$ cat src/rtl/assert_macros.svh
// assertion macros shared by the rtl of the frame builder
// no dependencies; compiled out when SYNTHESIS is defined
`ifndef ASSERT_MACROS_SVH
`define ASSERT_MACROS_SVH
`ifndef SYNTHESIS
`define CFB_ASSERT(lbl, clk, rst_n, prop) \
	lbl: assert property (@(posedge clk) disable iff (!rst_n) prop) \
	else $error("cfb assertion failed");
`define CFB_NEVER(lbl, clk, rst_n, cond) \
	lbl: assert property (@(posedge clk) disable iff (!rst_n) !(cond)) \
	else $error("cfb forbidden condition seen");
`else
`define CFB_ASSERT(lbl, clk, rst_n, prop)
`define CFB_NEVER(lbl, clk, rst_n, cond)
`endif
`endif

$ cat src/rtl/cfb_pkg.sv
// types and constants of the checksummed frame builder
// used by every module of the block; no dependencies
package cfb_pkg;

	localparam logic [7:0] SYNC_FIRST  = 8'h55;
	localparam logic [7:0] SYNC_SECOND = 8'hAA;
	localparam logic [7:0] LEN_EXTRA   = 8'd2;

	typedef struct packed {
		logic [7:0] dest_addr;
		logic [7:0] command;
		logic [7:0] register_id;
		logic [7:0] payload_count;
		logic [7:0] data_byte;
		logic       has_byte;
		logic       last_item;
	} in_item_t;

	typedef struct packed {
		logic [7:0] frame_byte;
		logic       frame_end;
	} out_item_t;

	// classified item as queued between front and back
	typedef struct packed {
		logic       first;
		logic [7:0] len_byte;
		logic [7:0] dest_addr;
		logic [7:0] command;
		logic [7:0] register_id;
		logic [7:0] data_byte;
		logic       has_byte;
		logic       last_item;
	} qent_t;

	typedef enum logic [3:0] {
		ST_START,
		ST_SYNC1,
		ST_SYNC2,
		ST_LEN,
		ST_DEST,
		ST_CMD,
		ST_REG,
		ST_DATA,
		ST_CK_LO,
		ST_CK_HI,
		ST_DONE
	} phase_t;

endpackage

$ cat src/rtl/cfb_front.sv
// front end: accepts items, tracks frame start, clamps the length byte
// depends on cfb_pkg
module cfb_front #(
	parameter int MAX_PAYLOAD = 253
) (
	input  logic             clk,
	input  logic             arst_n,
	input  logic             item_valid,
	output logic             item_stall,
	input  cfb_pkg::in_item_t item,
	output logic             push,
	output cfb_pkg::qent_t   push_ent,
	input  logic             q_full
);
	import cfb_pkg::*;

	logic       in_frame_q;
	logic [7:0] count_clamped;

	assign item_stall = q_full;
	assign push = item_valid & ~q_full;

	assign count_clamped = (item.payload_count > 8'(MAX_PAYLOAD)) ?
		8'(MAX_PAYLOAD) : item.payload_count;

	always_comb begin
		push_ent.first       = ~in_frame_q;
		push_ent.len_byte    = count_clamped + LEN_EXTRA;
		push_ent.dest_addr   = item.dest_addr;
		push_ent.command     = item.command;
		push_ent.register_id = item.register_id;
		push_ent.data_byte   = item.data_byte;
		push_ent.has_byte    = item.has_byte;
		push_ent.last_item   = item.last_item;
	end

	always_ff @(posedge clk or negedge arst_n) begin
		if (!arst_n) begin
			in_frame_q <= 1'b0;
		end else if (push) begin
			in_frame_q <= ~item.last_item;
		end
	end

endmodule

$ cat src/rtl/cfb_queue.sv
// short register queue between the front end and the frame sequencer
// depends on cfb_pkg and assert_macros.svh
`include "assert_macros.svh"
module cfb_queue #(
	parameter int DEPTH = 4
) (
	input  logic           clk,
	input  logic           arst_n,
	input  logic           push,
	input  cfb_pkg::qent_t push_ent,
	input  logic           pop,
	output cfb_pkg::qent_t head,
	output logic           nempty,
	output logic           full
);
	import cfb_pkg::*;

	localparam int PW = (DEPTH > 1) ? $clog2(DEPTH) : 1;
	localparam int CW = $clog2(DEPTH + 1);

	qent_t          ent_q [DEPTH];
	logic [PW-1:0]  wr_ptr_q;
	logic [PW-1:0]  rd_ptr_q;
	logic [CW-1:0]  cnt_q;

	assign head   = ent_q[rd_ptr_q];
	assign nempty = (cnt_q != '0);
	assign full   = (cnt_q == CW'(DEPTH));

	always_ff @(posedge clk) begin
		if (push) begin
			ent_q[wr_ptr_q] <= push_ent;
		end
	end

	always_ff @(posedge clk or negedge arst_n) begin
		if (!arst_n) begin
			wr_ptr_q <= '0;
			rd_ptr_q <= '0;
			cnt_q    <= '0;
		end else begin
			if (push) begin
				wr_ptr_q <= (wr_ptr_q == PW'(DEPTH - 1)) ? '0 : wr_ptr_q + 1'b1;
			end
			if (pop) begin
				rd_ptr_q <= (rd_ptr_q == PW'(DEPTH - 1)) ? '0 : rd_ptr_q + 1'b1;
			end
			if (push && !pop) begin
				cnt_q <= cnt_q + 1'b1;
			end else if (pop && !push) begin
				cnt_q <= cnt_q - 1'b1;
			end
		end
	end

	`CFB_NEVER(a_cnt_range, clk, arst_n, cnt_q > CW'(DEPTH))
	`CFB_NEVER(a_pop_empty, clk, arst_n, pop && !nempty)

endmodule

$ cat src/rtl/cfb_back.sv
// back end: walks each queued item through header, payload and checksum bytes
// depends on cfb_pkg and assert_macros.svh
`include "assert_macros.svh"
module cfb_back (
	input  logic              clk,
	input  logic              arst_n,
	input  logic              key_we,
	input  logic [7:0]        key_wdata,
	input  cfb_pkg::qent_t    head,
	input  logic              nempty,
	output logic              pop,
	output logic              frame_valid,
	input  logic              frame_stall,
	output cfb_pkg::out_item_t frame
);
	import cfb_pkg::*;

	phase_t     ph_q;
	phase_t     ph;
	phase_t     ph_after;
	phase_t     ph_nxt;
	logic [7:0] key_q;
	logic [15:0] sum_q;
	logic [15:0] csum;
	logic       adv;
	logic       emit;
	logic       load;
	logic       summed;
	logic       is_end;
	logic [7:0] clear;
	logic       out_valid_q;
	out_item_t  out_q;

	assign adv = ~out_valid_q | ~frame_stall;
	assign csum = ~sum_q;

	// next state
	always_comb begin
		if (ph_q != ST_START) begin
			ph = ph_q;
		end else if (head.first) begin
			ph = ST_SYNC1;
		end else if (head.has_byte) begin
			ph = ST_DATA;
		end else if (head.last_item) begin
			ph = ST_CK_LO;
		end else begin
			ph = ST_DONE;
		end

		case (ph)
			ST_SYNC1: ph_after = ST_SYNC2;
			ST_SYNC2: ph_after = ST_LEN;
			ST_LEN:   ph_after = ST_DEST;
			ST_DEST:  ph_after = ST_CMD;
			ST_CMD:   ph_after = ST_REG;
			ST_REG: begin
				if (head.has_byte) begin
					ph_after = ST_DATA;
				end else if (head.last_item) begin
					ph_after = ST_CK_LO;
				end else begin
					ph_after = ST_DONE;
				end
			end
			ST_DATA:  ph_after = head.last_item ? ST_CK_LO : ST_DONE;
			ST_CK_LO: ph_after = ST_CK_HI;
			default:  ph_after = ST_DONE;
		endcase

		ph_nxt = ph_q;
		pop    = 1'b0;
		if (nempty) begin
			if (ph == ST_DONE || (adv && ph_after == ST_DONE)) begin
				pop    = 1'b1;
				ph_nxt = ST_START;
			end else if (adv) begin
				ph_nxt = ph_after;
			end
		end
	end

	// outputs
	always_comb begin
		clear  = '0;
		summed = 1'b0;
		is_end = 1'b0;
		emit   = nempty;
		case (ph)
			ST_SYNC1: clear = SYNC_FIRST;
			ST_SYNC2: clear = SYNC_SECOND;
			ST_LEN: begin
				clear  = head.len_byte;
				summed = 1'b1;
			end
			ST_DEST: begin
				clear  = head.dest_addr;
				summed = 1'b1;
			end
			ST_CMD: begin
				clear  = head.command;
				summed = 1'b1;
			end
			ST_REG: begin
				clear  = head.register_id;
				summed = 1'b1;
			end
			ST_DATA: begin
				clear  = head.data_byte;
				summed = 1'b1;
			end
			ST_CK_LO: clear = csum[7:0];
			ST_CK_HI: begin
				clear  = csum[15:8];
				is_end = 1'b1;
			end
			default: emit = 1'b0;
		endcase
		load = emit & adv;
	end

	always_ff @(posedge clk or negedge arst_n) begin
		if (!arst_n) begin
			ph_q        <= ST_START;
			key_q       <= '0;
			sum_q       <= '0;
			out_valid_q <= 1'b0;
		end else begin
			ph_q <= ph_nxt;
			if (key_we) begin
				key_q <= key_wdata;
			end
			if (load && summed) begin
				sum_q <= ((ph == ST_LEN) ? 16'd0 : sum_q) + {8'd0, clear};
			end
			if (adv) begin
				out_valid_q <= emit;
			end
		end
	end

	always_ff @(posedge clk) begin
		if (load) begin
			out_q.frame_byte <= clear ^ key_q;
			out_q.frame_end  <= is_end;
		end
	end

	assign frame_valid = out_valid_q;
	assign frame       = out_q;

	`CFB_ASSERT(a_end_closes, clk, arst_n, (load && ph == ST_CK_HI) |=> ph_q == ST_START)
	`CFB_ASSERT(a_mid_has_head, clk, arst_n, (ph_q != ST_START) |-> nempty)

endmodule

$ cat src/rtl/checksummed_frame_builder.sv
// checksummed request frame builder, top level
// item channel in, frame byte channel out, one key register
// depends on cfb_pkg, cfb_front, cfb_queue, cfb_back
//
// item / item_valid / item_stall: one item per handshake; the first item of a
// frame carries the header fields, has_byte marks a payload byte, last_item
// closes the frame. frame / frame_valid / frame_stall: one frame byte per
// handshake, frame_end on the checksum high byte. key_we / key_wdata load
// the xor key; the user must write it only while the block is idle, and the
// block does not enforce it. an item is queued, then its first byte leaves
// the single output register. a frame start emits six header bytes, a
// payload item one byte, the last item two checksum bytes, each at one byte
// per cycle unless stalled, so payload items stream at one per cycle.
// header and checksum bursts fill the QUEUE_DEPTH entry queue; item_stall
// rises while it is full. frame_stall holds the output register and, once
// the queue fills, stalls the item side. reset clears the frame state, the
// queue, the output valid and the key; the block is ready right after it.
module checksummed_frame_builder #(
	parameter int MAX_PAYLOAD = 253,
	parameter int QUEUE_DEPTH = 4
) (
	input  logic               clk,
	input  logic               arst_n,
	input  logic               item_valid,
	output logic               item_stall,
	input  cfb_pkg::in_item_t  item,
	output logic               frame_valid,
	input  logic               frame_stall,
	output cfb_pkg::out_item_t frame,
	input  logic               key_we,
	input  logic [7:0]         key_wdata
);
	import cfb_pkg::*;

	logic  push;
	logic  pop;
	logic  q_full;
	logic  q_nempty;
	qent_t push_ent;
	qent_t head;

	cfb_front #(
		.MAX_PAYLOAD(MAX_PAYLOAD)
	) u_front (
		.clk        (clk),
		.arst_n     (arst_n),
		.item_valid (item_valid),
		.item_stall (item_stall),
		.item       (item),
		.push       (push),
		.push_ent   (push_ent),
		.q_full     (q_full)
	);

	cfb_queue #(
		.DEPTH(QUEUE_DEPTH)
	) u_queue (
		.clk      (clk),
		.arst_n   (arst_n),
		.push     (push),
		.push_ent (push_ent),
		.pop      (pop),
		.head     (head),
		.nempty   (q_nempty),
		.full     (q_full)
	);

	cfb_back u_back (
		.clk         (clk),
		.arst_n      (arst_n),
		.key_we      (key_we),
		.key_wdata   (key_wdata),
		.head        (head),
		.nempty      (q_nempty),
		.pop         (pop),
		.frame_valid (frame_valid),
		.frame_stall (frame_stall),
		.frame       (frame)
	);

endmodule
$ cat config.mk
export PLATFORM = sky130hd
export DESIGN_NAME = checksummed_frame_builder
export DESIGN_NICKNAME = d
export VERILOG_FILES = /design/src/rtl/cfb_pkg.sv /design/src/rtl/cfb_front.sv /design/src/rtl/cfb_queue.sv /design/src/rtl/cfb_back.sv /design/src/rtl/checksummed_frame_builder.sv
export VERILOG_INCLUDE_DIRS = /design/src /design/src/rtl
export SDC_FILE = /design/constraint.sdc
export NUM_CORES = 1
export LEC_CHECK = 0
export ABC_AREA = 1
export BUFFER_PORTS_ARGS = -buffer_cell sky130_fd_sc_hd__buf_2
export CAP_MARGIN = 20
export CORE_ASPECT_RATIO = 0.7
export CORE_MARGIN = 4
export CORE_UTILIZATION = 65
export DETAILED_ROUTE_END_ITERATION = 10
export HOLD_SLACK_MARGIN = 0.05
export MAX_ROUTING_LAYER = met4
export PLACE_DENSITY = 0.88
export SLEW_MARGIN = 20
export SYNTH_ARGS = -nofsm -noshare
export SYNTH_HDL_FRONTEND = slang
export SYNTH_SLANG_ARGS = --single-unit
$ cat constraint.sdc
create_clock -name clk -period 6.51 [get_ports clk]
set_clock_uncertainty 0.05 [all_clocks]
set_input_delay 0.9765 -clock clk [delete_from_list [all_inputs] [get_ports clk]]
set_output_delay 0.9765 -clock clk [all_outputs]
set_load 0.05 [all_outputs]
==> qor.yml <==
cts_tree: "built"
hold_viol: 0
wire_per_inst_microns: 19.0
whs_endpoint: "u_back.ph_q[3]$_DFFE_PN0P_"
cts-root-buf: "clkbuf_16"
routed_via_density: 6.01
num_antenna_cells: 0
critPathKind: "register to register"
syn_avg_cell_area_sq_um: 11.1
critical-path-max-stage-delay_ps: 640
setup_viol: 0
yosysTopAreaCell: "edfxtp_1"
cp_max_fo: 69
fp-row-count: 36
seqCellArea_sq_um: 6360
worstPathRequired_ps: 6850
slowest_stage: "buf_4"
synth-edff-count: 181
min_path_cells: 2
dp_hpwl_mm: 13.9
cts-resized-gates: 0
rr_worst_depth: 29
cts.clk_slew.worst_paths_ps: 70
wl_mm: 21.6
cts_setup_buffers: 0
fin_total_pwr_uw: 5570
crit_buf_inv: 4
hold_ws_ps: 447
setup.worst_path.start_class: "register"
fin_nets: 1005
antenna_found_initial: 0
clk_path_buf_depth: 3
leakage_uw: 0.00425
status: "complete, no violations"
synthCells: 871
grt_pass1_wl_mm: 33.7
ys_dominant_reg_cell: "edfxtp_1"
syn_to_final_growth_pct: 11.4
cp_top_family: "simple AND/OR/NAND/NOR gates"
relSlewSlack: 0.402
die_x_microns: 154
drc: 0
reg2reg_slack_ps: 1250
cp_common_cell: "nand2_1"
ys_async_sr_fraction: 0.170
drtPass1Iterations: 5
yosysUniqueCellTypes: 35
cts_sinks: 218
max_slew.worst_pin.slew_ps: 898
dieHeight_microns: 110
num_vias: 6836
min_from: "u_back.ph_q[3]$_DFFE_PN0P_"
hp-class: "register to register"
clock_latency_ps: 500
synth_warnings: 0
drt_iter0_drc: 870
dp_worst_setup_slack_ps: 1470
start_util: 0.679
ant_nets: 0
hold_buffers: 0
synth_common_cells: "181 x edfxtp_1, 133 x nor2_1, 130 x nand2_1, 86 x o21ai_0, 55 x inv_1"
multiInputGateArea_sq_um: 2930
gp_congestion: 0.944
end_kind: "register"
grt_pass1_vias: 6517
period_needed_ps: 5260
synth.most_common_cell: "edfxtp_1"
drive_above_1_share: 0.164
io_buffers: 65
synth_seq_cells: 218
drv_cap: 0
grt_max_degree: 70
cts_buffers: 20
finalMaxSlewViolations: 0
arrival_ps: 5600
n_fill_cell: 906
r2r-end: "u_back.sum_q[14]$_DFFE_PN0P_"
grt_usage: 0.263
r2r_start: "u_queue.rd_ptr_q[0]$_DFFE_PN0P_"
ir_drop_mv: 0.228
yosysTopAreaCellShare: 0.563
io_pins: 66
timing.final.ws_setup_ps: 1250
fp.dieArea_sq_um: 16900
grt.overflow.total: 0
power_density_nw_per_um2: 517
fin_crit_sh: 0.808
syn_nets: 943
rsz0062_at_grt: "no"
synth_area_leaders: "edfxtp_1 56%, dfrtp_1 9.6%, nor2_1 5.2%, nand2_1 5.1%, o21ai_0 4.5%"
finalSetupTns_ps: 0
coreArea_sq_um: 14200
htreeDepth: 1
syn_area_sq_um: 9660
fmax_ghz: 0.190
ys_seq_area_frac: 0.659
==> placed cells by master (no fill, tap or decap), types with 19 or more instances in the layout <==
master	count
a21oi_1	33
buf_2	65
clkbuf_16	21
dfrtp_1	36
edfxtp_1	181
inv_1	55
nand2_1	130
nand3_1	28
nor2_1	129
o21ai_0	86
o22ai_1	31
xor2_1	19
==> worst max-delay path by stage <==
stage	slack (ps)	from	end	cells past startpoint
2_1_floorplan	2820	item_valid	u_queue.ent_q[0][0]$_DFFE_PP_	4
3_3_place_gp	1650	u_queue.rd_ptr_q[0]$_DFFE_PN0P_	u_back.sum_q[14]$_DFFE_PN0P_	29
3_5_place_dp	1470	u_queue.rd_ptr_q[0]$_DFFE_PN0P_	u_back.sum_q[12]$_DFFE_PN0P_	29
4_1_cts	1360	u_queue.rd_ptr_q[0]$_DFFE_PN0P_	u_back.sum_q[14]$_DFFE_PN0P_	29
5_1_grt	940	u_queue.rd_ptr_q[0]$_DFFE_PN0P_	u_back.sum_q[14]$_DFFE_PN0P_	29
6_report	1250	u_queue.rd_ptr_q[0]$_DFFE_PN0P_	u_back.sum_q[14]$_DFFE_PN0P_	29
==> cell type report <==
class                      count  share of cell area
clock buffer                  26              0.0506
tap                          190              0.0221
sequential                   218               0.591
timing repair buffer          73              0.0358
multi-input combinational    553               0.272
clock inverter                10             0.00488
inverter                      67              0.0234
==> metrics by stage <==
stage / std cells / cell area, sq um / util
6_report: 1137 / 10800 / 0.756
5_1_grt: 1137 / 10800 / 0.756
4_1_cts: 1137 / 10800 / 0.756
3_5_place_dp: 1101 / 10200 / 0.714
3_3_place_gp: 1101 / 10200 / 0.714
2_1_floorplan: 871 / 9660 / -
==> cell families (layout without fill, tap and decap cells) <==
group / Yosys count / count (layout) / share of synthesized area
flip-flops: 218 / 218 / 0.659
AO/OA/AOI/OAI: 159 / 159 / 0.0898
buffers and inverters: 100 / 176 / 0.0412
XOR/XNOR: 27 / 27 / 0.0245
multiplexers: 9 / 9 / 0.0105
AND/OR/NAND/NOR: 341 / 341 / 0.152
adder cells (fa/ha/maj): 17 / 17 / 0.0236
==> tightest hold or removal path: stages, from the launching register on <==
cell and delay, ps:
dfrtp_1 360, nand2_1 60, nand2_1 50
==> per-layer routing <==
metal	GRT usage	routed length, microns
met2	0.409	10100
met5	-	0
met3	0.0515	2130
met1	0.366	8880
met4	0.0699	457
==> sequential cells by signal (all words and copies together) (netlist names) <==
name                count
u_back.frame            9
u_back.frame_valid      1
u_back.sum_q           16
u_queue.ent_q         172
u_back.ph_q             4
u_queue.cnt_q           3
u_queue.rd_ptr_q        2
u_back.key_q            8
u_front.in_frame_q      1
u_queue.wr_ptr_q        2
==> where the power goes <==
group	leakage, uW	internal [uW]	total (uW)	switching [uW]
Clock	0.000293	593	1080	490
Sequential	0.00212	1910	2040	136
Combinational	0.00184	721	2440	1720
Power figures use the tool's default switching activity.
